File: src/rtl/core/lcpe_pkg.sv
// ----------------------------------------------------------------------------
// lcpe_pkg
// Shared types and constants of the liquid crystal pair energy core.
// ----------------------------------------------------------------------------
`timescale 1ns / 1ps

package lcpe_pkg;

    localparam int SPECIES_COUNT   = 2;
    localparam int MAX_NEIGHBORS   = 64;
    localparam int QUEUE_DEPTH_DEF = 4;

    localparam int VEC_W     = 16;
    localparam int COEF_W    = 16;
    localparam int PROD_W    = 32;
    localparam int ENERGY_W  = 32;
    localparam int CNT_W     = 7;
    localparam int CFG_IDX_W = 3;
    localparam int SLOT_N    = 3;

    localparam logic signed [COEF_W-1:0] GAMMA_RESET = 16'sd0;
    localparam logic signed [COEF_W-1:0] EPS_RESET   = 16'sd256;

    typedef enum logic [CFG_IDX_W-1:0] {
        REG_GAMMA_11,
        REG_GAMMA_12,
        REG_GAMMA_22,
        REG_EPS_11,
        REG_EPS_12,
        REG_EPS_22
    } reg_index_t;

    typedef enum logic [1:0] {
        SLOT_11,
        SLOT_12,
        SLOT_22
    } slot_t;

    typedef struct packed {
        logic signed [VEC_W-1:0] center_x;
        logic signed [VEC_W-1:0] center_y;
        logic signed [VEC_W-1:0] center_z;
        logic                    center_kind;
        logic signed [VEC_W-1:0] nbr_x;
        logic signed [VEC_W-1:0] nbr_y;
        logic signed [VEC_W-1:0] nbr_z;
        logic                    nbr_kind;
        logic                    final_nbr;
    } in_item_t;

    typedef struct packed {
        logic signed [ENERGY_W-1:0] site_energy;
        logic [CNT_W-1:0]           nbr_count;
    } out_item_t;

    typedef struct packed {
        logic [SLOT_N-1:0][COEF_W-1:0] gamma;
        logic [SLOT_N-1:0][COEF_W-1:0] eps;
    } coef_t;

    typedef struct packed {
        logic signed [PROD_W-1:0] prod_x;
        logic signed [PROD_W-1:0] prod_y;
        logic signed [PROD_W-1:0] prod_z;
        logic signed [COEF_W-1:0] gamma;
        logic signed [COEF_W-1:0] eps;
        logic                     final_nbr;
    } work_t;

endpackage

File: src/rtl/core/lcpe_front.sv
// ----------------------------------------------------------------------------
// lcpe_front
// Accepts neighbor items, picks the species pair coefficients and forms
// the three component products of the dot product.
// ----------------------------------------------------------------------------
`timescale 1ns / 1ps

module lcpe_front (
    input  logic               clk,
    input  logic               rst_n,
    input  logic               in_valid,
    output logic               in_stall,
    input  lcpe_pkg::in_item_t in_item,
    input  lcpe_pkg::coef_t    coef,
    input  logic               q_full,
    output logic               push,
    output lcpe_pkg::work_t    work
);
    import lcpe_pkg::*;

    logic  front_valid_reg;
    logic  front_valid_next;
    work_t work_reg;
    work_t work_next;
    logic  accept;
    logic  kind_a;
    logic  kind_b;
    slot_t slot;

    logic signed [VEC_W-1:0]  cx, cy, cz, nx, ny, nz;
    logic signed [PROD_W-1:0] px, py, pz;

    assign in_stall = front_valid_reg & q_full;
    assign accept   = in_valid & ~in_stall;
    assign push     = front_valid_reg & ~q_full;
    assign work     = work_reg;

    always_comb
    begin
        // species codes clamp to the highest species present
        kind_a = (SPECIES_COUNT > 1) ? in_item.center_kind : 1'b0;
        kind_b = (SPECIES_COUNT > 1) ? in_item.nbr_kind : 1'b0;
        if (!kind_a && !kind_b)
            slot = SLOT_11;
        else if (kind_a != kind_b)
            slot = SLOT_12;
        else
            slot = SLOT_22;

        cx = in_item.center_x;
        cy = in_item.center_y;
        cz = in_item.center_z;
        nx = in_item.nbr_x;
        ny = in_item.nbr_y;
        nz = in_item.nbr_z;
        px = cx * nx;
        py = cy * ny;
        pz = cz * nz;

        work_next.prod_x    = px;
        work_next.prod_y    = py;
        work_next.prod_z    = pz;
        work_next.gamma     = coef.gamma[slot];
        work_next.eps       = coef.eps[slot];
        work_next.final_nbr = in_item.final_nbr;

        if (accept)
            front_valid_next = 1'b1;
        else if (push)
            front_valid_next = 1'b0;
        else
            front_valid_next = front_valid_reg;
    end

    always_ff @(posedge clk or negedge rst_n)
    begin
        if (!rst_n)
            front_valid_reg <= 1'b0;
        else
            front_valid_reg <= front_valid_next;
    end

    always_ff @(posedge clk)
    begin
        if (accept)
            work_reg <= work_next;
    end

endmodule

File: config.mk
export PLATFORM = sky130hd
export DESIGN_NAME = lcpe_front
export DESIGN_NICKNAME = d
export VERILOG_FILES = /design/src/rtl/core/lcpe_pkg.sv /design/src/rtl/core/lcpe_front.sv
export SDC_FILE = /design/constraint.sdc
export NUM_CORES = 2
export LEC_CHECK = 0
export ABC_CLOCK_PERIOD_IN_PS = 20500
export BUFFER_PORTS_ARGS = -buffer_cell sky130_fd_sc_hd__clkbuf_2
export CORE_MARGIN = 4
export CORE_UTILIZATION = 30
export DETAILED_ROUTE_END_ITERATION = 7
export PLACE_DENSITY = 0.57
export SLEW_MARGIN = 20
export SYNTH_ARGS = -nofsm -noshare
export SYNTH_HDL_FRONTEND = slang
export SYNTH_SLANG_ARGS = --single-unit
File: constraint.sdc
create_clock -name clk -period 20.5 [get_ports clk]
set_input_delay 1.025 -clock clk [delete_from_list [all_inputs] [get_ports clk]]
set_output_delay 1.025 -clock clk [all_outputs]
set_load 0.005 [all_outputs]
==> impl_results.md <==
- DRT iter0 DRCs: 1263
- Post-Route M1 WL: 38600 um
- Initial antenna violation count: 4
- Area Growth Syn to Fin: 10.9%
- Most common cell after layout, fill and taps aside: inv_1
- First-pass GRT wire length: 148000 um
- Layout cells sized above 1: 10.3%
- R2r startpoint: front_valid_reg$_DFFE_PN0P_
- DR vias/cell: 4.54
- Worst endpoint required time: 20740 ps
- Sequential share of the synthesized area: 11.4%
- Clk slew on worst S/H paths: 80 ps
- I/O pins: 330
- Final max-slew violation count: 0
- Post-CTS Hold Buffers: 0
- Met3 wire len: 5190 um
- Port bufs: 329
- Min Hold Slack: 324 ps
- CTS Sinks: 130
- Fmax: 138 MHz
- Syn Inst Count: 3506
- Synth unique cells: 67
- Max FFs per register: 129
- Via count: 23900
- Max-cap violations: 0
- Status: completed
- GRT overflow: 0
- RSZ-0062 raised after global routing: no
- Worst Path Arrival: 7460 ps
- R2R cell count: 3
- CTS buffer count: 17
- Die ar.: 119000 um^2
- Synth Flop Type: edfxtp_1
- Initial core utilization: 30.3%
- Syn Std Cell Area: 34100 um^2
- Post-CTS setup buffer count: 0
- Die Height: 345 um
- Hold Fails Final Rpt: 0
- Fraction of registers with async set/reset: 0.769%
- Final Cycle Share: 35.2%
- Syn_area_per_cell: 9.73 um^2
- Crit-path max FO: 16
- Ys Warns: 0
- DRC viols: 0
- Setup TNS: 0 ps
- Final GP Congestion: 0.855
- Clk_skew: 15.0 ps
- WL final: 89300 um
- Slew margin rel.: 41.6%
- Post-synth net total: 4738
- Final #Nets: 4982
- Detailed placement HPWL: 75300 um
- Wire length per cell: 17.0 um
- TritonCTS clock tree: done
- # diodes: 0
- Setup-failing EPs final: 0
- Hold Crit Class: in -> async
- H-tree depth: 4
- Crit path launch: in_item[35]
- Clock latency at the later pin of the worst-skew pair: 490 ps
- Post_cts resized: 0
- Kind of critical path: in -> reg
- Std-Cell Rows: 123
- Gr usage total: 15.7%
- CORE AREA: 113000 um^2
- Vias in the first global route: 26400
- Routed wl met2: 43900 um
- Final min period: 7220 ps
- CTS root buf: clkbuf_16
- Commonest non-fill, non-tap cells in the layout: inv_1, fa_1, nand2_1, and2_1, clkbuf_2
- Element type at the critical path end: register
- Slew @ Worst Pin: 877 ps
- Initial DRT Pass Iterations: 5
- Post-synth EDFFs: 129
- Top Layer Used: met4
- DRT antenna net count: 0
- Largest net degree at the start of global routing: 130
- #FFs+latches synth: 130
- Die width: 345 um
- CP Launch Type: input pin
- Clock Tree Buf Depth: 2
## per-stage QoR
step	setup WS [ps]	util, %	area, um^2	instances
global placement	12800	33.1	37300	5231
detailed placement	12760	33.1	37300	5231
finish	13280	33.6	37800	5263
floorplan	12940	-	34100	3506
global route	12970	33.6	37800	5263
CTS	13290	33.6	37800	5263
## synthesized netlist by cell type, drive strengths merged, types with 2 or more instances
cell,count,area [um^2]
a211o,6,52.6
nand3,17,85.1
a2bb2oi,2,17.5
or2,5,31.3
o2111ai,2,17.5
nand4,4,25.0
and3,7,43.8
a2111oi,4,35.0
o31ai,8,65.1
nor3,21,105
o21a,7,53.8
a211oi,9,77.6
ha,247,3090
nor4,5,31.3
and2,372,2330
fa,786,15700
o211a,2,20.0
inv,883,3310
o21bai,16,120
xor2,21,184
or3,7,43.8
mux2i,34,340
a21oi,63,319
a311oi,3,32.5
xnor2,84,736
nor2,80,300
a21boi,2,15.0
o41ai,3,33.8
nand2,409,1540
a31oi,9,62.6
buf,2,8.75
o21ai,69,345
nand2b,24,150
o22ai,3,18.8
a22oi,2,15.0
edfxtp,129,3870
nor2b,12,77.6
clkbuf,108,405
a21o,20,150
a221oi,2,23.8
o211ai,3,27.5
## layer usage
metal,global-route usage (%),vias up
met4,3.48,0
li1,-,10900
met3,3.39,84
met5,0,-
met1,20.3,12300
met2,26.9,582
## cell type report
type / count / area [um^2]
sequential: 130 / 3900
clock inverter: 14 / 120
tap: 1500 / 1880
fill: 11700 / 74800
inverter: 883 / 3310
timing repair buffer: 335 / 1700
multi-input combinational: 2383 / 26500
clock buffer: 18 / 429
## cells by family after synthesis
family	synth area share, %
multiplexers	0.998
XOR/XNOR	2.70
adder cells (fa/ha/maj)	55.2
flip-flops	11.4
AND/OR/NAND/NOR	14.0
buffers and inverters	10.9
AO/OA/AOI/OAI	4.72
## worst max-delay path, stage by stage
cell and delay, ps:
clkbuf_2 240, nand2_1 180, inv_1 100, fa_1 650, fa_1 900, fa_1 520, fa_1 520, fa_1 490
inv_1 50, fa_1 470, inv_1 40, ha_1 350, o21ai_1 220, a31oi_1 70, o41ai_1 350, o21ai_0 190
a2111oi_0 620, o21ai_1 160, a21oi_1 200, xnor2_1 80
## final timing paths
| path | slack, ps | end |
|---|---|---|
| worst max register to register | 18470 | work[31]$_DFFE_PP_ |
| worst min-delay path | 320 | front_valid_reg$_DFFE_PN0P_ |
| worst max-delay path | 13280 | work[128]$_DFFE_PP_ |
| max in group asynchronous | 20060 | front_valid_reg$_DFFE_PN0P_ |
| worst min register to register | 1010 | front_valid_reg$_DFFE_PN0P_ |
| min in group clk | 700 | work[0]$_DFFE_PP_ |
Power is not shown: default switching activity piles up to over one toggle a cycle in this logic, so the estimate is an artifact.
