===== src/rtl/core/lcpe_pkg.sv =====
// ----------------------------------------------------------------------------
// lcpe_pkg
// Shared types and constants of the liquid crystal pair energy core.
// ----------------------------------------------------------------------------
`timescale 1ns / 1ps

package lcpe_pkg;

    localparam int SPECIES_COUNT   = 2;
    localparam int MAX_NEIGHBORS   = 64;
    localparam int QUEUE_DEPTH_DEF = 4;

    localparam int VEC_W     = 16;
    localparam int COEF_W    = 16;
    localparam int PROD_W    = 32;
    localparam int ENERGY_W  = 32;
    localparam int CNT_W     = 7;
    localparam int CFG_IDX_W = 3;
    localparam int SLOT_N    = 3;

    localparam logic signed [COEF_W-1:0] GAMMA_RESET = 16'sd0;
    localparam logic signed [COEF_W-1:0] EPS_RESET   = 16'sd256;

    typedef enum logic [CFG_IDX_W-1:0] {
        REG_GAMMA_11,
        REG_GAMMA_12,
        REG_GAMMA_22,
        REG_EPS_11,
        REG_EPS_12,
        REG_EPS_22
    } reg_index_t;

    typedef enum logic [1:0] {
        SLOT_11,
        SLOT_12,
        SLOT_22
    } slot_t;

    typedef struct packed {
        logic signed [VEC_W-1:0] center_x;
        logic signed [VEC_W-1:0] center_y;
        logic signed [VEC_W-1:0] center_z;
        logic                    center_kind;
        logic signed [VEC_W-1:0] nbr_x;
        logic signed [VEC_W-1:0] nbr_y;
        logic signed [VEC_W-1:0] nbr_z;
        logic                    nbr_kind;
        logic                    final_nbr;
    } in_item_t;

    typedef struct packed {
        logic signed [ENERGY_W-1:0] site_energy;
        logic [CNT_W-1:0]           nbr_count;
    } out_item_t;

    typedef struct packed {
        logic [SLOT_N-1:0][COEF_W-1:0] gamma;
        logic [SLOT_N-1:0][COEF_W-1:0] eps;
    } coef_t;

    typedef struct packed {
        logic signed [PROD_W-1:0] prod_x;
        logic signed [PROD_W-1:0] prod_y;
        logic signed [PROD_W-1:0] prod_z;
        logic signed [COEF_W-1:0] gamma;
        logic signed [COEF_W-1:0] eps;
        logic                     final_nbr;
    } work_t;

endpackage


===== src/rtl/core/lcpe_queue.sv =====
// ----------------------------------------------------------------------------
// lcpe_queue
// Small item queue between the front and the back.
// ----------------------------------------------------------------------------
`timescale 1ns / 1ps

module lcpe_queue #(
    parameter int DEPTH = lcpe_pkg::QUEUE_DEPTH_DEF
) (
    input  logic            clk,
    input  logic            rst_n,
    input  logic            push,
    input  lcpe_pkg::work_t wdata,
    input  logic            pop,
    output lcpe_pkg::work_t rdata,
    output logic            full,
    output logic            empty
);
    import lcpe_pkg::*;

    localparam int AW = $clog2(DEPTH);
    localparam int CW = $clog2(DEPTH + 1);

    work_t         mem_reg [DEPTH];
    logic [AW-1:0] wr_ptr_reg, wr_ptr_next;
    logic [AW-1:0] rd_ptr_reg, rd_ptr_next;
    logic [CW-1:0] count_reg, count_next;
    logic          push_ok;
    logic          pop_ok;

    assign full    = (count_reg == CW'(DEPTH));
    assign empty   = (count_reg == '0);
    assign push_ok = push & ~full;
    assign pop_ok  = pop & ~empty;
    assign rdata   = mem_reg[rd_ptr_reg];

    always_comb
    begin
        wr_ptr_next = wr_ptr_reg;
        rd_ptr_next = rd_ptr_reg;
        if (push_ok)
            wr_ptr_next = (wr_ptr_reg == AW'(DEPTH - 1)) ? '0 : wr_ptr_reg + 1'b1;
        if (pop_ok)
            rd_ptr_next = (rd_ptr_reg == AW'(DEPTH - 1)) ? '0 : rd_ptr_reg + 1'b1;
        case ({push_ok, pop_ok})
            2'b10:   count_next = count_reg + 1'b1;
            2'b01:   count_next = count_reg - 1'b1;
            default: count_next = count_reg;
        endcase
    end

    always_ff @(posedge clk or negedge rst_n)
    begin
        if (!rst_n)
        begin
            wr_ptr_reg <= '0;
            rd_ptr_reg <= '0;
            count_reg  <= '0;
        end
        else
        begin
            wr_ptr_reg <= wr_ptr_next;
            rd_ptr_reg <= rd_ptr_next;
            count_reg  <= count_next;
        end
    end

    always_ff @(posedge clk)
    begin
        if (push_ok)
            mem_reg[wr_ptr_reg] <= wdata;
    end

endmodule


===== config.mk =====
export PLATFORM = sky130hd
export DESIGN_NAME = lcpe_queue
export DESIGN_NICKNAME = d
export VERILOG_FILES = /design/src/rtl/core/lcpe_pkg.sv /design/src/rtl/core/lcpe_queue.sv
export SDC_FILE = /design/constraint.sdc
export NUM_CORES = 1
export LEC_CHECK = 0
export BUFFER_PORTS_ARGS = -buffer_cell sky130_fd_sc_hd__buf_2
export CAP_MARGIN = 20
export CORE_MARGIN = 3
export CORE_UTILIZATION = 55
export CTS_CLUSTER_DIAMETER = 120
export CTS_CLUSTER_SIZE = 10
export DETAILED_ROUTE_END_ITERATION = 7
export PLACE_DENSITY_LB_ADDON = 0.2
export SLEW_MARGIN = 15
export SYNTH_ARGS = -nofsm -noshare
export SYNTH_HDL_FRONTEND = slang
export SYNTH_SLANG_ARGS = --single-unit

===== constraint.sdc =====
create_clock -name clk -period 5 [get_ports clk]
set_input_delay 0.25 -clock clk [delete_from_list [all_inputs] [get_ports clk]]
set_output_delay 0.25 -clock clk [all_outputs]
set_load 0.02 [all_outputs]

==> impl_metrics.env <==
export IMPL_hold_viol=0
export IMPL_post_route_period_util_pct=63.70
export IMPL_drive_gt1_share_pct=40.32
export IMPL_drt_pre_antenna_iters=5
export IMPL_power_density_nw_per_um2=595.5
export IMPL_via_per_inst=5.593
export IMPL_grt_pass1_vias=9678
export IMPL_synth_compound_area_share_pct=0
export IMPL_routed_top_layer="met5"
export IMPL_dr_wl_met2_um=18000
export IMPL_dr_wl_met3_um=2576
export IMPL_fmax_ghz=0.3139
export IMPL_fp_dieH_um=192.1
export IMPL_largest_register_ffs=516
export IMPL_grt_usage_pct=20.69
export IMPL_ir_drop_mv=0.3833
export IMPL_nNetsFinal=1288
export IMPL_grt_pass1_wl_um=57140
export IMPL_crit_chain="buf_4, mux4_2, buf_2"
export IMPL_syn_num_nets=854
export IMPL_tightest_slew_ps=1103
export IMPL_synth_mux_area_share_pct=15.54
export IMPL_worst_endpoint_arrival_ps=2940
export IMPL_root_buffer="clkbuf_16"
export IMPL_path_buf_inv=2
export IMPL_synth_area_leaders="edfxtp_1 81%, mux4_2 15%, dfrtp_1 0.92%"
export IMPL_synth_most_common_cell="edfxtp_1"
export IMPL_wl_per_cell_um=22.90
export IMPL_wl_met1_um=15710
export IMPL_synthSimpleGateAreaFrac_pct=0.3217
export IMPL_netlist_instances=714
export IMPL_async_flop_share_pct=1.338
export IMPL_clk_pin_slew_ps=50
export IMPL_rrSetupSlack_ps=2290
export IMPL_synth_top_family_by_area="multiplexers"
export IMPL_r2r_end="mem_reg[3][57]$_DFFE_PP_"
export IMPL_setup_slack_ps=1815
export IMPL_worst_path_stages=3
export IMPL_yosysTopAreaCellShare_pct=81.31
export IMPL_tns_ps=0
export IMPL_synthTopCellsByCount="516 x edfxtp_1, 129 x mux4_2, 11 x buf_2, 11 x buf_6"
export IMPL_path_class="register to output pin"
export IMPL_fin_crit_ps=3185
export IMPL_drt_iter0_drc=605
export IMPL_drtAntennaViolNets=0
export IMPL_rows=67
export IMPL_clock_sinks=523
export IMPL_rsz0062_at_grt="no"
export IMPL_grt_max_degree=104
export IMPL_die_x_um=192.1
export IMPL_critical_path_max_stage_delay_ps=940
export IMPL_rr_startpoint="count_reg[2]$_DFFE_PN0P_"
export IMPL_cts_resized=0
export IMPL_r2r_cells=4
export IMPL_end_kind="output pin"
export IMPL_synth_ff_type="edfxtp_1"
export IMPL_remaining_drc_errors=0
export IMPL_area_growth_pct=24.79
export IMPL_syn_area_sq_um=19060
export IMPL_worstPathRequired_ps=4750
export IMPL_dp_slack_ps=2298
export IMPL_routabilityCongestion=0.7070
export IMPL_outcome="finished, final reports clean"
export IMPL_min_path_type="primary input to asynchronous set/reset pin"
export IMPL_gr_total_overflow=0
export IMPL_slew_headroom_pct=26.44
export IMPL_drt_total_wl_um=37210
export IMPL_drv_cap=0
export IMPL_fillers=2104
export IMPL_synth_xor_area_share_pct=0.1379
export IMPL_crit_slowest_cell="dfrtp_4"
export IMPL_yosys_warnings=0
export IMPL_clock_latency_ps=580
export IMPL_place_port_buffers=263
export IMPL_ys_seq_elements=523
export IMPL_cts_max_level=2
export IMPL_post_synth_top_area_cell="edfxtp_1"
export IMPL_start_util_pct=56.27
export IMPL_cts_tree="yes"
export IMPL_critPathTopFamily="flip-flops"
export IMPL_synth_adder_area_share_pct=0.4990
export IMPL_fin_worst_skew_ps=23.08
export IMPL_synth_edf_count=516
export IMPL_dieArea_sq_um=36920
export IMPL_vias=9089
export IMPL_total_leakage_power_nw=8.186
export IMPL_antenna_found_initial=6
export IMPL_numCtsBuffers=58
export IMPL_core_sq_um=33870
export IMPL_cp_start_kind="register"
export IMPL_ys_types=21
export IMPL_slew_violations=0
export IMPL_ys_seq_area_share_pct=82.23
export IMPL_crit_path_max_fanout=40
export IMPL_postSynthAreaPerCell_sq_um=26.69
export IMPL_clk_path_buf_depth=3
export IMPL_setup_violations_final=0
export IMPL_ios=264
export IMPL_dp_hpwl_um=21100
## worst max-delay path by stage
| stage | from | to | slack, ps |
|---|---|---|---|
| floorplan | count_reg[2]$_DFFE_PN0P_ | mem_reg[1][0]$_DFFE_PP_ | 580 |
| global placement | rd_ptr_reg[0]$_DFFE_PN0P_ | rdata[7] | 2290 |
| detailed placement | rd_ptr_reg[0]$_DFFE_PN0P_ | rdata[37] | 2300 |
| CTS | rd_ptr_reg[0]$_DFFE_PN0P_ | rdata[7] | 1690 |
| global route | rd_ptr_reg[0]$_DFFE_PN0P_ | rdata[7] | 1570 |
| finish | rd_ptr_reg[0]$_DFFE_PN0P_ | rdata[102] | 1810 |
## kinds of logic (layout without fill, tap and decap cells)
family / count (synthesis) / in the layout
other: 0 / 4
muxes: 134 / 134
buffers and inverters: 36 / 495
DFF: 523 / 523
and+or+nand+nor: 11 / 11
adders and majority gates: 7 / 7
xor gates and xnor gates: 3 / 3
## metal layers
| layer | track usage [%] | vias to the layer above |
|---|---|---|
| met2 | 31.80 | 319 |
| li1 | - | 3947 |
| met5 | 0 | - |
| met4 | 6.136 | 4 |
| met3 | 4.344 | 67 |
| met1 | 30.73 | 4752 |
## final cells by class
type | instances | area [sq um] | share of cell area (%)
Inverter | 7 | 26.28 | 0.1105
Multi-Input combinational cell | 155 | 3153 | 13.26
Timing Repair Buffer | 403 | 2768 | 11.64
Clock buffer | 83 | 1567 | 6.588
Antenna cell | 4 | 10.01 | 0.04209
Sequential cell | 523 | 15680 | 65.93
Clock inverter | 2 | 17.52 | 0.07366
Tap cell | 448 | 560.5 | 2.357
## report_power, final
group	internal [mW]	switching (mW)	total, mW
logic	1.81	2.54	4.35
clock network	2.13	1.49	3.62
registers	5.79	0.401	6.19
total	9.73	4.43	14.2
## per-stage QoR
step	hold WS, ps	utilization, %	cells	instance area, sq um	power (mW)
after global routing	60.65	70.20	1624	23780	14.81
after detailed placement	99.87	61.66	1406	20880	10.63
after global placement	98.91	61.66	1406	20880	10.58
after floorplan	-45.59	-	714	19060	9.258
after CTS	14.91	70.18	1621	23770	14.36
final	39.79	70.21	1625	23780	14.16
## what timing repair did
action | in CTS | in global routing
hold endpoints to repair | 523 | 0
setup buffers | 0 | 0
hold buffers | 130 | 0
## layout by cell type (no fill, tap or decap), drive strengths merged
| cell | synthesis | layout |
|---|---|---|
| and2 | 4 | 4 |
| buf | 28 | 273 |
| clkbuf | 1 | 83 |
| dfrtp | 7 | 7 |
| diode | 0 | 4 |
| dlygate4sd3 | 0 | 130 |
| edfxtp | 516 | 516 |
| fa | 1 | 1 |
| ha | 6 | 6 |
| inv | 7 | 9 |
| mux2 | 4 | 4 |
| mux2i | 1 | 1 |
| mux4 | 129 | 129 |
| nand2b | 1 | 1 |
| nor2 | 3 | 3 |
| nor2b | 1 | 1 |
| nor3 | 1 | 1 |
| nor3b | 1 | 1 |
| xnor2 | 1 | 1 |
| xor2 | 2 | 2 |
No activity file was read; power rests on OpenSTA's default activity.
