<file path="src/rtl/core/lcpe_pkg.sv">
// ----------------------------------------------------------------------------
// lcpe_pkg
// Shared types and constants of the liquid crystal pair energy core.
// ----------------------------------------------------------------------------
`timescale 1ns / 1ps

package lcpe_pkg;

    localparam int SPECIES_COUNT   = 2;
    localparam int MAX_NEIGHBORS   = 64;
    localparam int QUEUE_DEPTH_DEF = 4;

    localparam int VEC_W     = 16;
    localparam int COEF_W    = 16;
    localparam int PROD_W    = 32;
    localparam int ENERGY_W  = 32;
    localparam int CNT_W     = 7;
    localparam int CFG_IDX_W = 3;
    localparam int SLOT_N    = 3;

    localparam logic signed [COEF_W-1:0] GAMMA_RESET = 16'sd0;
    localparam logic signed [COEF_W-1:0] EPS_RESET   = 16'sd256;

    typedef enum logic [CFG_IDX_W-1:0] {
        REG_GAMMA_11,
        REG_GAMMA_12,
        REG_GAMMA_22,
        REG_EPS_11,
        REG_EPS_12,
        REG_EPS_22
    } reg_index_t;

    typedef enum logic [1:0] {
        SLOT_11,
        SLOT_12,
        SLOT_22
    } slot_t;

    typedef struct packed {
        logic signed [VEC_W-1:0] center_x;
        logic signed [VEC_W-1:0] center_y;
        logic signed [VEC_W-1:0] center_z;
        logic                    center_kind;
        logic signed [VEC_W-1:0] nbr_x;
        logic signed [VEC_W-1:0] nbr_y;
        logic signed [VEC_W-1:0] nbr_z;
        logic                    nbr_kind;
        logic                    final_nbr;
    } in_item_t;

    typedef struct packed {
        logic signed [ENERGY_W-1:0] site_energy;
        logic [CNT_W-1:0]           nbr_count;
    } out_item_t;

    typedef struct packed {
        logic [SLOT_N-1:0][COEF_W-1:0] gamma;
        logic [SLOT_N-1:0][COEF_W-1:0] eps;
    } coef_t;

    typedef struct packed {
        logic signed [PROD_W-1:0] prod_x;
        logic signed [PROD_W-1:0] prod_y;
        logic signed [PROD_W-1:0] prod_z;
        logic signed [COEF_W-1:0] gamma;
        logic signed [COEF_W-1:0] eps;
        logic                     final_nbr;
    } work_t;

endpackage

</file>
<file path="src/rtl/core/lcpe_back.sv">
// ----------------------------------------------------------------------------
// lcpe_back
// Pair energy pipeline: dot rounding, P2, eps product in two halves,
// gamma add, then the saturating site accumulator and result register.
// ----------------------------------------------------------------------------
`timescale 1ns / 1ps

module lcpe_back (
    input  logic                clk,
    input  logic                rst_n,
    input  logic                q_empty,
    input  lcpe_pkg::work_t     q_data,
    output logic                pop,
    output logic                out_valid,
    input  logic                out_stall,
    output lcpe_pkg::out_item_t out_item
);
    import lcpe_pkg::*;

    localparam int DOT_W  = PROD_W + 2;
    localparam int D14_W  = 19;
    localparam int SQ_W   = 36;
    localparam int P2_W   = SQ_W + 2;
    localparam int LO_W   = 19;
    localparam int HI_W   = P2_W - LO_W;
    localparam int PLO_W  = COEF_W + LO_W + 1;
    localparam int PHI_W  = COEF_W + HI_W;
    localparam int MUL_W  = 54;
    localparam int ET_W   = MUL_W - 29;
    localparam int TERM_W = ET_W + 1;
    localparam int ACC_W  = ENERGY_W + 1;

    localparam logic signed [DOT_W-1:0] DOT_ROUND = DOT_W'(1) << 13;
    localparam logic signed [P2_W-1:0]  P2_OFFSET = P2_W'(1) << 28;
    localparam logic signed [MUL_W-1:0] MUL_ROUND = MUL_W'(1) << 28;
    localparam logic signed [ENERGY_W-1:0] E_MAX  = {1'b0, {(ENERGY_W-1){1'b1}}};
    localparam logic signed [ENERGY_W-1:0] E_MIN  = {1'b1, {(ENERGY_W-1){1'b0}}};

    logic enable;

    // stage valids and the site state
    logic s1_valid_reg, s2_valid_reg, s3_valid_reg, s4_valid_reg, s5_valid_reg;
    logic signed [ENERGY_W-1:0] sum_reg, sum_next;
    logic [CNT_W-1:0]           count_reg, count_next;
    logic                       out_valid_reg, out_valid_next;
    out_item_t                  out_item_reg, out_item_next;

    // stage payloads
    logic signed [D14_W-1:0]  s1_d14_reg, s1_d14_next;
    logic signed [COEF_W-1:0] s1_gamma_reg, s1_eps_reg;
    logic                     s1_final_reg;
    logic [SQ_W-1:0]          s2_sq_reg, s2_sq_next;
    logic signed [COEF_W-1:0] s2_gamma_reg, s2_eps_reg;
    logic                     s2_final_reg;
    logic signed [P2_W-1:0]   s3_p2_reg, s3_p2_next;
    logic signed [COEF_W-1:0] s3_gamma_reg, s3_eps_reg;
    logic                     s3_final_reg;
    logic signed [PLO_W-1:0]  s4_plo_reg, s4_plo_next;
    logic signed [PHI_W-1:0]  s4_phi_reg, s4_phi_next;
    logic signed [COEF_W-1:0] s4_gamma_reg;
    logic                     s4_final_reg;
    logic signed [TERM_W-1:0] s5_term_reg, s5_term_next;
    logic                     s5_final_reg;

    logic signed [DOT_W-1:0]   dot_sum;
    logic signed [SQ_W:0]      sq_full;
    logic signed [LO_W:0]      p2_lo;
    logic signed [HI_W-1:0]    p2_hi;
    logic signed [MUL_W-1:0]   mul_sum;
    logic signed [ET_W-1:0]    eps_term;
    logic signed [ACC_W-1:0]   acc;
    logic signed [ENERGY_W-1:0] acc_sat;
    logic [CNT_W-1:0]          count_inc;

    // the whole back advances unless a result waits stalled
    assign enable    = ~(out_valid_reg & out_stall);
    assign pop       = enable & ~q_empty;
    assign out_valid = out_valid_reg;
    assign out_item  = out_item_reg;

    always_comb
    begin
        dot_sum     = DOT_W'(q_data.prod_x) + DOT_W'(q_data.prod_y)
                    + DOT_W'(q_data.prod_z) + DOT_ROUND;
        s1_d14_next = dot_sum[D14_W+13:14];

        sq_full     = s1_d14_reg * s1_d14_reg;
        s2_sq_next  = sq_full[SQ_W-1:0];

        // twice P2 at scale 2^28
        s3_p2_next  = P2_W'(s2_sq_reg) + P2_W'({s2_sq_reg, 1'b0}) - P2_OFFSET;

        p2_lo       = {1'b0, s3_p2_reg[LO_W-1:0]};
        p2_hi       = s3_p2_reg[P2_W-1:LO_W];
        s4_plo_next = s3_eps_reg * p2_lo;
        s4_phi_next = s3_eps_reg * p2_hi;

        mul_sum      = (MUL_W'(s4_phi_reg) <<< LO_W) + MUL_W'(s4_plo_reg) + MUL_ROUND;
        eps_term     = mul_sum[MUL_W-1:29];
        s5_term_next = TERM_W'(s4_gamma_reg) + TERM_W'(eps_term);

        acc = ACC_W'(sum_reg) + ACC_W'(s5_term_reg);
        if (acc[ACC_W-1] != acc[ACC_W-2])
            acc_sat = acc[ACC_W-1] ? E_MIN : E_MAX;
        else
            acc_sat = acc[ENERGY_W-1:0];

        count_inc = (count_reg < CNT_W'(MAX_NEIGHBORS)) ? count_reg + 1'b1 : count_reg;

        out_item_next.site_energy = (acc_sat == E_MIN) ? E_MAX : -acc_sat;
        out_item_next.nbr_count   = count_inc;

        sum_next       = sum_reg;
        count_next     = count_reg;
        out_valid_next = out_valid_reg;
        if (enable)
        begin
            out_valid_next = s5_valid_reg & s5_final_reg;
            if (s5_valid_reg)
            begin
                if (s5_final_reg)
                begin
                    sum_next   = '0;
                    count_next = '0;
                end
                else
                begin
                    sum_next   = acc_sat;
                    count_next = count_inc;
                end
            end
        end
    end

    always_ff @(posedge clk or negedge rst_n)
    begin
        if (!rst_n)
        begin
            s1_valid_reg  <= 1'b0;
            s2_valid_reg  <= 1'b0;
            s3_valid_reg  <= 1'b0;
            s4_valid_reg  <= 1'b0;
            s5_valid_reg  <= 1'b0;
            sum_reg       <= '0;
            count_reg     <= '0;
            out_valid_reg <= 1'b0;
        end
        else
        begin
            if (enable)
            begin
                s1_valid_reg <= ~q_empty;
                s2_valid_reg <= s1_valid_reg;
                s3_valid_reg <= s2_valid_reg;
                s4_valid_reg <= s3_valid_reg;
                s5_valid_reg <= s4_valid_reg;
            end
            sum_reg       <= sum_next;
            count_reg     <= count_next;
            out_valid_reg <= out_valid_next;
        end
    end

    always_ff @(posedge clk)
    begin
        if (enable)
        begin
            s1_d14_reg   <= s1_d14_next;
            s1_gamma_reg <= q_data.gamma;
            s1_eps_reg   <= q_data.eps;
            s1_final_reg <= q_data.final_nbr;
            s2_sq_reg    <= s2_sq_next;
            s2_gamma_reg <= s1_gamma_reg;
            s2_eps_reg   <= s1_eps_reg;
            s2_final_reg <= s1_final_reg;
            s3_p2_reg    <= s3_p2_next;
            s3_gamma_reg <= s2_gamma_reg;
            s3_eps_reg   <= s2_eps_reg;
            s3_final_reg <= s2_final_reg;
            s4_plo_reg   <= s4_plo_next;
            s4_phi_reg   <= s4_phi_next;
            s4_gamma_reg <= s3_gamma_reg;
            s4_final_reg <= s3_final_reg;
            s5_term_reg  <= s5_term_next;
            s5_final_reg <= s4_final_reg;
            if (s5_valid_reg & s5_final_reg)
                out_item_reg <= out_item_next;
        end
    end

endmodule

</file>
<file path="config.mk">
export PLATFORM = sky130hd
export DESIGN_NAME = lcpe_back
export DESIGN_NICKNAME = d
export VERILOG_FILES = /design/src/rtl/core/lcpe_pkg.sv /design/src/rtl/core/lcpe_back.sv
export SDC_FILE = /design/constraint.sdc
export NUM_CORES = 2
export LEC_CHECK = 0
export BUFFER_PORTS_ARGS = -buffer_cell sky130_fd_sc_hd__buf_2
export CAP_MARGIN = 20
export CORE_ASPECT_RATIO = 0.5
export CORE_MARGIN = 5
export CORE_UTILIZATION = 60
export CTS_CLUSTER_DIAMETER = 80
export DETAILED_ROUTE_END_ITERATION = 10
export HOLD_SLACK_MARGIN = 0.05
export PLACE_DENSITY = 0.77
export SETUP_SLACK_MARGIN = 0.1
export SKIP_CTS_REPAIR_TIMING = 1
export SYNTH_ARGS = -nofsm -noshare
export SYNTH_HDL_FRONTEND = slang
export SYNTH_SLANG_ARGS = --single-unit
</file>
<file path="constraint.sdc">
create_clock -name clk -period 9.25 [get_ports clk]
set_input_delay 0.4625 -clock clk [delete_from_list [all_inputs] [get_ports clk]]
set_output_delay 0.4625 -clock clk [all_outputs]
set_load 0.05 [all_outputs]
</file>
==> results.ini <==
[synth]
synth_seq_cells = 370
synth_edf_count = 325
syn-instance-count = 5320
yosysWarnings = 0
synth_xor_area_share_pct = 3.831
syn_nets = 6933
synth_top_family_by_area = adder cells
synth.most_common_cell = inv_1
async_reset_ff_share_pct = 12.16
synth_top_area_share_pct = 33.09
ys_types = 93
synth-simple-area-share_pct = 11.93
synth_compound_area_share_pct = 7.814
ys_seq_area_share_pct = 20.17
synthAdderAreaFrac_pct = 47.12
post_synth.cell_area_avg_um2 = 10.14
synthTopCellsByCount = inv_1 (1097), fa_1 (892), ha_1 (588), nand2_1 (522), edfxtp_1 (325)
synth_top_cell_by_area = fa_1
synthTopCellsByArea = fa_1 (33%), edfxtp_1 (18%), ha_1 (14%)
ys_dominant_reg_cell = edfxtp_1
synthMuxAreaShare_pct = 0.2945
synth_area_um2 = 53960

[finish]
utilization_pct = 65.02
num_antenna_cells = 0
drive_above_1_share_pct = 6.327
finalNetCount = 7050
syn_to_final_growth_pct = 6.914
largest_register_ffs = 39

[floorplanning]
io-pin-count = 174
rows = 77
core-area_um2 = 88730
die_y_um = 222.1
die_area_um2 = 96400
die_w_um = 434.1
start_util_pct = 60.81

[timing]
finalSetupTns_ns = 0
fin_crit_ns = 8.378
min_period_over_period_pct = 90.57
slew_violations = 0
rsz0062_at_grt = no
setup_slack_ns = 0.8721
fmax_ghz = 0.1194
relSlewSlack_pct = 25.84
setup_violations = 0
skew_ns = 0.02608
hold_viol_final = 0
worstMarginPinSlew_ns = 1.112

[drt]
wl_per_cell_um = 17.94
viasPerCell = 5.577
dr.first_iter.drc_count = 2331
drc = 0
num_vias = 37109
drtPass1Iterations = 5
ant_nets = 0
routed_wl_um = 119400

[job]
max_cap_viol_count = 0

[placed_design]
dp_slack_ns = 1.011
io_buffers = 173
globalplace.congestion = 0.9551
post-dp-hpwl_um = 95540

[worst_setup_path]
cp.required_ns = 9.58
worstPathArrival_ns = 8.71
r2r_end = s4_plo_reg[35]
rr_worst_depth = 22
r2r_slack_ns = 0.87
r2r-start = s3_eps_reg[3]
critPathKind = reg -> reg
cp-start-kind = register
worstPathMaxFanout = 26
end_kind = register

[global_routing]
grt_use_total_pct = 25.44
grt_pass1_wl_um = 200400
grt_overflow = 0
antenna_found_initial = 1
grt_max_degree = 167
grt_pass1_vias = 40631

[worst_hold_path]
holdPathEnd = out_valid
hold_start = out_stall
hold_path_class = in -> reg
holdPathStages = 2

[clocking]
cts_sinks = 370
cts_buffer_depth = 3
clk_pin_slew_ns = 0.07
h-tree-depth = 2
numCtsBuffers = 40
clockRootBuffer = clkbuf_16
cts_tree = yes
clk-insertion-delay-late_ns = 0.60

[run_status]
status = finished clean

-- cell usage in the layout, fill, tap and decap left out, types with 21 or more instances in the layout --
cell,count
a211oi_1,23
a21o_1,85
a21oi_1,159
a22o_1,27
and2_1,309
and3_1,26
buf_2,173
buf_4,31
clkbuf_16,42
dfrtp_1,45
dlygate4sd3_1,34
edfxtp_1,325
fa_1,892
ha_1,588
inv_1,1097
maj3_1,21
nand2_1,521
nand2b_1,42
nand3_1,52
nand4_1,22
nor2_1,170
nor2b_1,31
nor3_1,56
o21a_1,32
o21ai_0,114
o21bai_1,23
xnor2_1,169
xor2_1,67
-- metal layers --
layer	track usage [%]	wire length, um
met1	33.83	50010
met2	42.99	57150
met3	4.848	8688
met4	7.026	3547
met5	0	0
-- cell families (layout without fill, tap and decap cells) --
logic type | after synthesis | after routing
fa+ha+maj | 1501 | 1501
simple gates | 1308 | 1308
buf+inv | 1266 | 1415
compound gates | 623 | 623
flops | 370 | 370
xor+xnor | 236 | 236
mux | 15 | 15
other cells | 1 | 1
-- worst max-delay path, stage by stage, from the launching register on --
cell and delay (ns):
edfxtp_1 1.03, nand2_1 0.18, fa_1 0.52, fa_1 0.52, fa_1 0.52, inv_1 0.06
fa_1 0.50, fa_1 0.50, inv_1 0.06, fa_1 0.48, inv_1 0.04, ha_1 0.30
a211oi_1 0.24, o21ai_0 0.12, a211oi_1 0.57, nor3_1 0.22, nor3_1 0.57, o31ai_1 0.27
o41a_1 0.41, a31o_2 0.30, a221o_1 0.36, nor4_1 0.24, a311oi_1 0.09
-- final cells by class --
class / instances / area, um2
Fill cell: 6828 / 31040
Tap cell: 1185 / 1483
Timing Repair Buffer: 242 / 1521
Inverter: 1099 / 4125
Sequential cell: 370 / 10890
Clock inverter: 22 / 230.2
Multi-Input combinational cell: 3684 / 38320
Clock buffer: 52 / 1129
-- stage by stage --
stage	area, um2	hold WS [ns]	cells
final	57690	0.1352	6654
after global routing	57690	0.1112	6654
after floorplan	53960	0.1669	5320
after global placement	55930	0.4009	6543
after detailed placement	55930	0.4045	6543
after CTS	57290	-0.005409	6617
-- worst max-delay path by stage --
stage	from	slack (ns)	cells past startpoint	end
floorplan	out_valid	0.45	5	sum_reg[26]
global placement	s3_eps_reg[3]	1.27	22	s4_plo_reg[35]
detailed placement	s3_eps_reg[3]	1.01	22	s4_plo_reg[35]
CTS	s3_eps_reg[3]	0.99	22	s4_plo_reg[35]
global route	s3_eps_reg[3]	0.41	22	s4_plo_reg[35]
finish	s3_eps_reg[3]	0.87	22	s4_plo_reg[35]
Power is not shown: default switching activity piles up to over one toggle a cycle in this logic, so the estimate is an artifact.
