<file path="src/rtl/core/lcpe_pkg.sv">
// ----------------------------------------------------------------------------
// lcpe_pkg
// Shared types and constants of the liquid crystal pair energy core.
// ----------------------------------------------------------------------------
`timescale 1ns / 1ps

package lcpe_pkg;

    localparam int SPECIES_COUNT   = 2;
    localparam int MAX_NEIGHBORS   = 64;
    localparam int QUEUE_DEPTH_DEF = 4;

    localparam int VEC_W     = 16;
    localparam int COEF_W    = 16;
    localparam int PROD_W    = 32;
    localparam int ENERGY_W  = 32;
    localparam int CNT_W     = 7;
    localparam int CFG_IDX_W = 3;
    localparam int SLOT_N    = 3;

    localparam logic signed [COEF_W-1:0] GAMMA_RESET = 16'sd0;
    localparam logic signed [COEF_W-1:0] EPS_RESET   = 16'sd256;

    typedef enum logic [CFG_IDX_W-1:0] {
        REG_GAMMA_11,
        REG_GAMMA_12,
        REG_GAMMA_22,
        REG_EPS_11,
        REG_EPS_12,
        REG_EPS_22
    } reg_index_t;

    typedef enum logic [1:0] {
        SLOT_11,
        SLOT_12,
        SLOT_22
    } slot_t;

    typedef struct packed {
        logic signed [VEC_W-1:0] center_x;
        logic signed [VEC_W-1:0] center_y;
        logic signed [VEC_W-1:0] center_z;
        logic                    center_kind;
        logic signed [VEC_W-1:0] nbr_x;
        logic signed [VEC_W-1:0] nbr_y;
        logic signed [VEC_W-1:0] nbr_z;
        logic                    nbr_kind;
        logic                    final_nbr;
    } in_item_t;

    typedef struct packed {
        logic signed [ENERGY_W-1:0] site_energy;
        logic [CNT_W-1:0]           nbr_count;
    } out_item_t;

    typedef struct packed {
        logic [SLOT_N-1:0][COEF_W-1:0] gamma;
        logic [SLOT_N-1:0][COEF_W-1:0] eps;
    } coef_t;

    typedef struct packed {
        logic signed [PROD_W-1:0] prod_x;
        logic signed [PROD_W-1:0] prod_y;
        logic signed [PROD_W-1:0] prod_z;
        logic signed [COEF_W-1:0] gamma;
        logic signed [COEF_W-1:0] eps;
        logic                     final_nbr;
    } work_t;

endpackage

</file>
<file path="src/rtl/core/lcpe_cfg.sv">
// ----------------------------------------------------------------------------
// lcpe_cfg
// Coupling register file: three gamma and three eps words, Q8.8.
// ----------------------------------------------------------------------------
`timescale 1ns / 1ps

module lcpe_cfg (
    input  logic                           clk,
    input  logic                           rst_n,
    input  logic                           cfg_we,
    input  logic [lcpe_pkg::CFG_IDX_W-1:0] cfg_index,
    input  logic [lcpe_pkg::COEF_W-1:0]    cfg_data,
    output lcpe_pkg::coef_t                coef
);
    import lcpe_pkg::*;

    logic [SLOT_N-1:0][COEF_W-1:0] gamma_reg;
    logic [SLOT_N-1:0][COEF_W-1:0] eps_reg;

    always_ff @(posedge clk or negedge rst_n)
    begin
        if (!rst_n)
        begin
            for (int i = 0; i < SLOT_N; i++)
            begin
                gamma_reg[i] <= GAMMA_RESET;
                eps_reg[i]   <= EPS_RESET;
            end
        end
        else if (cfg_we)
        begin
            case (cfg_index)
                REG_GAMMA_11: gamma_reg[SLOT_11] <= cfg_data;
                REG_GAMMA_12: gamma_reg[SLOT_12] <= cfg_data;
                REG_GAMMA_22: gamma_reg[SLOT_22] <= cfg_data;
                REG_EPS_11:   eps_reg[SLOT_11]   <= cfg_data;
                REG_EPS_12:   eps_reg[SLOT_12]   <= cfg_data;
                REG_EPS_22:   eps_reg[SLOT_22]   <= cfg_data;
                default:      ; // unknown index, write dropped
            endcase
        end
    end

    assign coef.gamma = gamma_reg;
    assign coef.eps   = eps_reg;

endmodule

</file>
<file path="config.mk">
export PLATFORM = sky130hd
export DESIGN_NAME = lcpe_cfg
export DESIGN_NICKNAME = d
export VERILOG_FILES = /design/src/rtl/core/lcpe_pkg.sv /design/src/rtl/core/lcpe_cfg.sv
export SDC_FILE = /design/constraint.sdc
export NUM_CORES = 1
export LEC_CHECK = 0
export BUFFER_PORTS_ARGS = -buffer_cell sky130_fd_sc_hd__buf_4
export CAP_MARGIN = 20
export CORE_UTILIZATION = 52
export CTS_BUF_LIST = sky130_fd_sc_hd__clkbuf_8
export DETAILED_ROUTE_END_ITERATION = 10
export PLACE_DENSITY = 0.77
export SYNTH_ARGS = -nofsm -noshare
export SYNTH_HDL_FRONTEND = slang
export SYNTH_SLANG_ARGS = --single-unit
</file>
<file path="constraint.sdc">
create_clock -name clk -period 1.01 [get_ports clk]
set_input_delay 0.0505 -clock clk [delete_from_list [all_inputs] [get_ports clk]]
set_output_delay 0.0505 -clock clk [all_outputs]
set_load 0.02 [all_outputs]
</file>
==> results of run 1 <==
## worst reg2reg max path: stages, from the launching register on
cell,delay [ns]
dfrtp_1,0.40
buf_4,0.14
mux2_4,0.26
## per-stage QoR
stage	instances	hold slack (ns)
2_1_floorplan	208	-0.245
3_3_place_gp	425	-0.0297
3_5_place_dp	425	-0.0232
4_1_cts	459	0.134
5_1_grt	466	0.144
6_report	466	0.142
## placed cells by master, fill, tap and decap left out
cell type	n
clkinv_2	2
clkinvlp_4	1
nor4b_4	1
dfstp_2	3
buf_6	6
clkbuf_8	9
nand4b_2	2
buf_4	124
mux2_4	40
buf_12	9
inv_1	1
dlygate4sd3_1	17
bufinv_16	3
mux2_2	56
and4bb_2	3
dfrtp_1	93
## timing repair
item / in CTS / in global routing
hold buffers: 17 / 0
gates resized for setup: 3 / 3
setup buffers: 1 / 7
endpoints found under the hold margin: 192 / 0
pin swaps: 0 / 0
endpoints found under the setup margin: 3 / 13
## layout make-up
| type | instances | area share [%] |
|---|---|---|
| well taps | 96 | 2.21 |
| multi-input cells | 102 | 24.3 |
| clock inverters | 7 | 2.05 |
| clock buffers | 9 | 2.28 |
| flip-flops and latches | 96 | 44.3 |
| repair buffers | 156 | 24.8 |
## cells in the mapped netlist
| library cell | instances |
|---|---|
| dfrtp_1 | 93 |
| mux2_2 | 86 |
| mux2_4 | 10 |
| buf_6 | 7 |
| and4bb_2 | 3 |
| dfstp_2 | 3 |
| buf_2 | 2 |
| nand4b_2 | 2 |
| buf_8 | 1 |
| nor4b_4 | 1 |
## worst paths after layout
path,startpoint,endpoint,slack [ns],cells after the start
max in group asynchronous,rst_n,coef[30]$_DFFE_PN0P_,0.34,3
worst min-delay path,rst_n,coef[9]$_DFFE_PN0P_,0.14,2
min in group clk,cfg_index[2],coef[58]$_DFFE_PN0P_,0.23,4
worst min register to register,coef[14]$_DFFE_PN0P_,coef[14]$_DFFE_PN0P_,0.51,1
worst max register to register,coef[28]$_DFFE_PN0P_,coef[28]$_DFFE_PN0P_,0.11,2
worst max-delay path,coef[40]$_DFFE_PN1P_,coef[40],-0.07,1
## report_power, final
| part | total [W] | switching (W) | internal [W] |
|---|---|---|---|
| Sequential | 0.00521 | 0.000500 | 0.00471 |
| Clock | 0.00290 | 0.00127 | 0.00163 |
| Combinational | 0.00405 | 0.00191 | 0.00214 |
## layer usage
| metal | vias to the layer above | wire length, µm |
|---|---|---|
| li1 | 1056 | - |
| met1 | 1141 | 3740 |
| met2 | 78 | 3980 |
| met3 | 9 | 541 |
| met4 | 0 | 87 |
| met5 | - | 0 |
## cells by family (layout without fill, tap and decap cells)
logic type,after synthesis,count (layout)
multiplexers,96,96
flip-flops,96,96
buffers and inverters,10,172
AND/OR/NAND/NOR,6,6
==> impl_results.md, run 1 <==
* Synth Area in Adders at 0%
* Final hold vios at 0
* Synth top area cells: dfrtp_1 (63%), mux2_2 (26%), mux2_4 (4.0%)
* Register area at 2410 µm²
* Worst Path Required at 0.96 ns
* Failing checks: setup timing
* Site Rows at 30
* Area occupied by multi-input gates at 1320 µm²
* Slowest cell on crit path: dfstp_2
* Slowest cell delay on critical path at 0.56 ns
* NumNets Final at 387
* Worst Setup Start Kind: register
* Worst Slack Setup Final at -0.0746 ns
* Initial core utilization at 54.2%
* Largest family of logic cells by synthesized area: multiplexers
* Worst-path cell chain: buf_6
* Syn_area_per_cell at 17.9 µm²
* Worst-Skew Late Latency at 0.35 ns
* Grt met3 use at 8.86%
* DRT Pass-1 Iters at 3
* Remaining global-route overflow at 0
* Drt drc at 0
* Synth warn at 0
* Status: finished, violations left
* WL per Instance at 17.9 µm
* Top Family by Delay on Critical Path: flip-flops
* Top cell type by total area after synthesis: dfrtp_1
* Final Skew at 0 ns
* Fmax at 922 MHz
* Worst Max-Slew Pin Slew at 0.342 ns
* Most Crowded Layer GR: met2
* Crit path max fanout at 2
* WS Path Type: register to output port
* Final Critical Period at 1.08 ns
* Element type at the critical path end: output port
* GRT Util Overall at 23.6%
* Synth Cell Area at 3720 µm²
* Max cap viols at 0
* Min-Delay Path Class: input pin to async pin
* Die Ht at 86.6 µm
* Met2 Use GR at 37.0%
* Leakage at 2.61 nW
* Post-synthesis compound-gate area fraction at 0%
* Clk root buf: clkbuf_8
* Final core occ at 79.1%
* Initial antenna violation count at 0
* Register clock-pin slew on the reported worst setup and hold paths at 0.09 ns
* Area after DPL at 4940 µm²
* Final Cycle Share at 107%
* Worst slack at placement at -0.197 ns
* Clock tree buffer depth at 2
* Max transition margin at 77.2%
* Die area at 7500 µm²
* Sequential area share after synthesis at 64.7%
* Via-per-instance ratio at 4.90
* Placer Congestion at 0.709
* Io pins at 118
* CP arrival at 1.03 ns
* Synthesis-to-layout area growth at 46.0%
* Largest net degree at the start of global routing at 40
* Remaining antenna violation count after routing at 0
* Simple-gate area share of the yosys netlist at 2.46%
* Unrepaired setup endpoints after global routing: yes
* Syn_nets at 230
* Max Slew Vio Count at 0
* First-pass GRT wire length at 12800 µm
* H-tree depth at 3
* Vias in the first global route at 2381
* Final setup viols at 3
* Worst vdd ir at 1.29 mV
* Antenna diodes at 0
* Hpwl dp at 5640 µm
* Die X at 86.6 µm
* Design Area, Final at 5430 µm²
* Core Area at 6870 µm²
* Max reg flops at 96
* Via count at 2284
* Cells after Synth at 208
* Synth top area share at 62.6%
* Setup TNS at -0.197 ns
* Drt total wl at 8350 µm
* CTS tree: built
* FF+latch count, synth at 96
* Met1 usage at 31.4%
* Count of cell types in the netlist at 10
* XOR/XNOR Fraction of Synth Area at 0%
* CTS Buf Count at 9
* Layout cell share with drive strength beyond 1 at 70.0%
* DRT iter0 DRCs at 64
* Buffers on Ports at 117
* Post-synthesis mux area share at 30.1%
* # clock sinks at 96
* Total Power at 0.0122 W
* CP Buf/Inv Count at 1
* Power per cell area at 2240 nW/µm²
* Fillers at 395
(Power assumes the default switching activity.)
==> run 2: changes to the inputs <==
--- a/config.mk
+++ b/config.mk
@@ -11,6 +11,7 @@
 export CTS_BUF_LIST = sky130_fd_sc_hd__clkbuf_8
 export DETAILED_ROUTE_END_ITERATION = 10
 export PLACE_DENSITY = 0.77
+export SKIP_CTS_REPAIR_TIMING = 1
 export SYNTH_ARGS = -nofsm -noshare
 export SYNTH_HDL_FRONTEND = slang
 export SYNTH_SLANG_ARGS = --single-unit
==> run 2 against run 1 <==
The flow still finishes with violations (setup timing). Core utilization is 0.71 points lower. Final cell count decreased by 1.1%. Clock skew is the same. Clock power about the same. First-iteration DRC count fell by 9.4%. Critical path depth unchanged. Sequential share of layout area rose by 0.40 points. Fmax decreased by 0.36%. Sequential power hardly changed. Critical endpoint unchanged.
==> impl_results.md, run 2 (synthesis results as in run 1) <==
* Status: finished, violations left
* Failing checks: setup timing
* Worst-Skew Late Latency at 0.35 ns (about the same)
* Final core occ at 78.4% (-0.71 points)
* NumNets Final at 382 (-1.3%)
* Die X at 86.6 µm (unchanged)
* Element type at the critical path end: output port
* Via count at 2294 (+0.44%)
* Min-Delay Path Class: input pin to async pin
* Routed met2 length at 4000 µm (+0.63%)
* Unrepaired setup endpoints after global routing: yes
* M1 WL at 3690 µm (-1.4%)
* Power per cell area at 2240 nW/µm² (+0.23%)
* Placer Congestion at 0.709 (unchanged)
* Largest net degree at the start of global routing at 40 (unchanged)
* GRT Util Overall at 22.8% (-0.81 points)
* Clock tree buffer depth at 2 (unchanged)
* Final Cycle Share at 108% (+0.39 points)
* Core Area at 6870 µm² (unchanged)
* Buffers on Ports at 117 (unchanged)
* Fmax at 919 MHz (-0.36%)
* Drt total wl at 8340 µm (-0.11%)
* Via-per-instance ratio at 4.98 (+1.5%)
* Layout cell share with drive strength beyond 1 at 69.6% (-0.41 points)
* Hpwl dp at 5640 µm (unchanged)
* Io pins at 118 (unchanged)
* Max reg flops at 96 (unchanged)
* CP Buf/Inv Count at 1 (unchanged)
* Worst Setup Start Kind: register
* H-tree depth at 3 (unchanged)
* CTS tree: built
* Site Rows at 30 (unchanged)
* Total Power at 0.0121 W (-0.67%)
* Slowest cell delay on critical path at 0.56 ns (about the same)
* DRT Pass-1 Iters at 4 (+1)
* CP arrival at 1.04 ns (about the same)
* Worst Slack Setup Final at -0.0786 ns (-0.00397 ns)
* Slowest cell on crit path: dfstp_2
* Max cap viols at 0 (unchanged)
* Worst-path cell chain: buf_6
* Clk root buf: clkbuf_8
* Max Used Layer: met4
* Leakage at 2.58 nW (-1.1%)
* Register clock-pin slew on the reported worst setup and hold paths at 0.09 ns (about the same)
* Final setup viols at 3 (unchanged)
* DRT iter0 DRCs at 58 (-9.4%)
* Initial core utilization at 54.2% (unchanged)
* Crit path max fanout at 2 (unchanged)
* Worst Max-Slew Pin Slew at 0.338 ns (-0.00391 ns)
* Synthesis-to-layout area growth at 44.7%
* Drt drc at 0 (unchanged)
* Worst vdd ir at 1.28 mV (-0.58%)
* Most frequent cells in the layout: buf_4 (122), dfrtp_1 (93), mux2_2 (56)
* WL per Instance at 18.1 µm (+0.98%)
* Die area at 7500 µm² (unchanged)
* Remaining global-route overflow at 0 (unchanged)
* Final Skew at 0 ns (unchanged)
* Die Ht at 86.6 µm (unchanged)
* Antenna diodes at 0 (unchanged)
* First-pass GRT wire length at 12400 µm (-3.7%)
* Wire length on met3 at 539 µm (-0.37%)
* Vias in the first global route at 2280 (-4.2%)
* Initial antenna violation count at 0 (unchanged)
* # clock sinks at 96 (unchanged)
* Top Family by Delay on Critical Path: flip-flops
* CTS Buf Count at 9 (unchanged)
* Remaining antenna violation count after routing at 0 (unchanged)
* Final hold vios at 0 (unchanged)
* WS Path Type: register to output port
* Leading cell type in the layout, fill and taps excluded: buf_4
* Max Slew Vio Count at 0 (unchanged)
* Max transition margin at 77.5% (+0.26 points)
* Worst Path Required at 0.96 ns (about the same)
* Final Critical Period at 1.09 ns (+0.00397 ns)
[run 2: changes by cell type in the layout (fill, tap and decap cells not counted)]
| cell | change |
|---|---|
| buf_6 | -3 |
| buf_4 | -2 |
[run 2: path summary, 6_finish.rpt]
path / from / endpoint / slack (ns) / cells past startpoint
max: coef[40]$_DFFE_PN1P_ / coef[40] / -0.08 / 1
min: rst_n / coef[9]$_DFFE_PN0P_ / 0.14 / 2
max reg2reg: coef[29]$_DFFE_PN0P_ / coef[29]$_DFFE_PN0P_ / 0.11 / 2
min reg2reg: coef[14]$_DFFE_PN0P_ / coef[14]$_DFFE_PN0P_ / 0.51 / 1
max in group asynchronous: rst_n / coef[31]$_DFFE_PN0P_ / 0.34 / 3
min in group clk: cfg_index[2] / coef[58]$_DFFE_PN0P_ / 0.24 / 4
[run 2: per-layer routing]
metal  vias to the layer above  global-route usage (%)
li1                       1051                       -
met1                      1149                    30.9
met2                        82                    35.1
met3                        12                    6.67
met4                         0                    8.18
met5                         -                       0
[run 2: report_power, final]
part	leakage (nW)	switching (W)	internal, W	total [W]
Clock	0.120	0.00127	0.00163	0.00289
Combinational	1.31	0.00190	0.00207	0.00397
Sequential	1.15	0.000506	0.00471	0.00522
[run 2: metrics by stage]
step / setup TNS [ns] / setup slack (ns) / cells / cell area, µm² / hold WS (ns)
3_3_place_gp: -10.56 / -0.175 / 425 / 4940 / -0.0297
5_1_grt: -0.315 / -0.109 / 461 / 5380 / 0.146
4_1_cts: -0.257 / -0.103 / 441 / 5180 / -0.418
3_5_place_dp: -11.47 / -0.197 / 425 / 4940 / -0.0232
2_1_floorplan: -5.11 / -0.191 / 208 / 3850 / -0.245
6_report: -0.188 / -0.0786 / 461 / 5380 / 0.145
[run 2: worst reg2reg max path, stage by stage (launching register included)]
cell	delay, ns
dfrtp_1	0.40
buf_4	0.14
mux2_4	0.26
[run 2: area by class of cell]
cell class                 instances  area [µm²]
sequential                        96        2410
clock buffer                       9         124
fill                             407        1490
multi-input combinational        102        1320
timing repair buffer             151        1300
tap                               96         120
clock inverter                     7         111
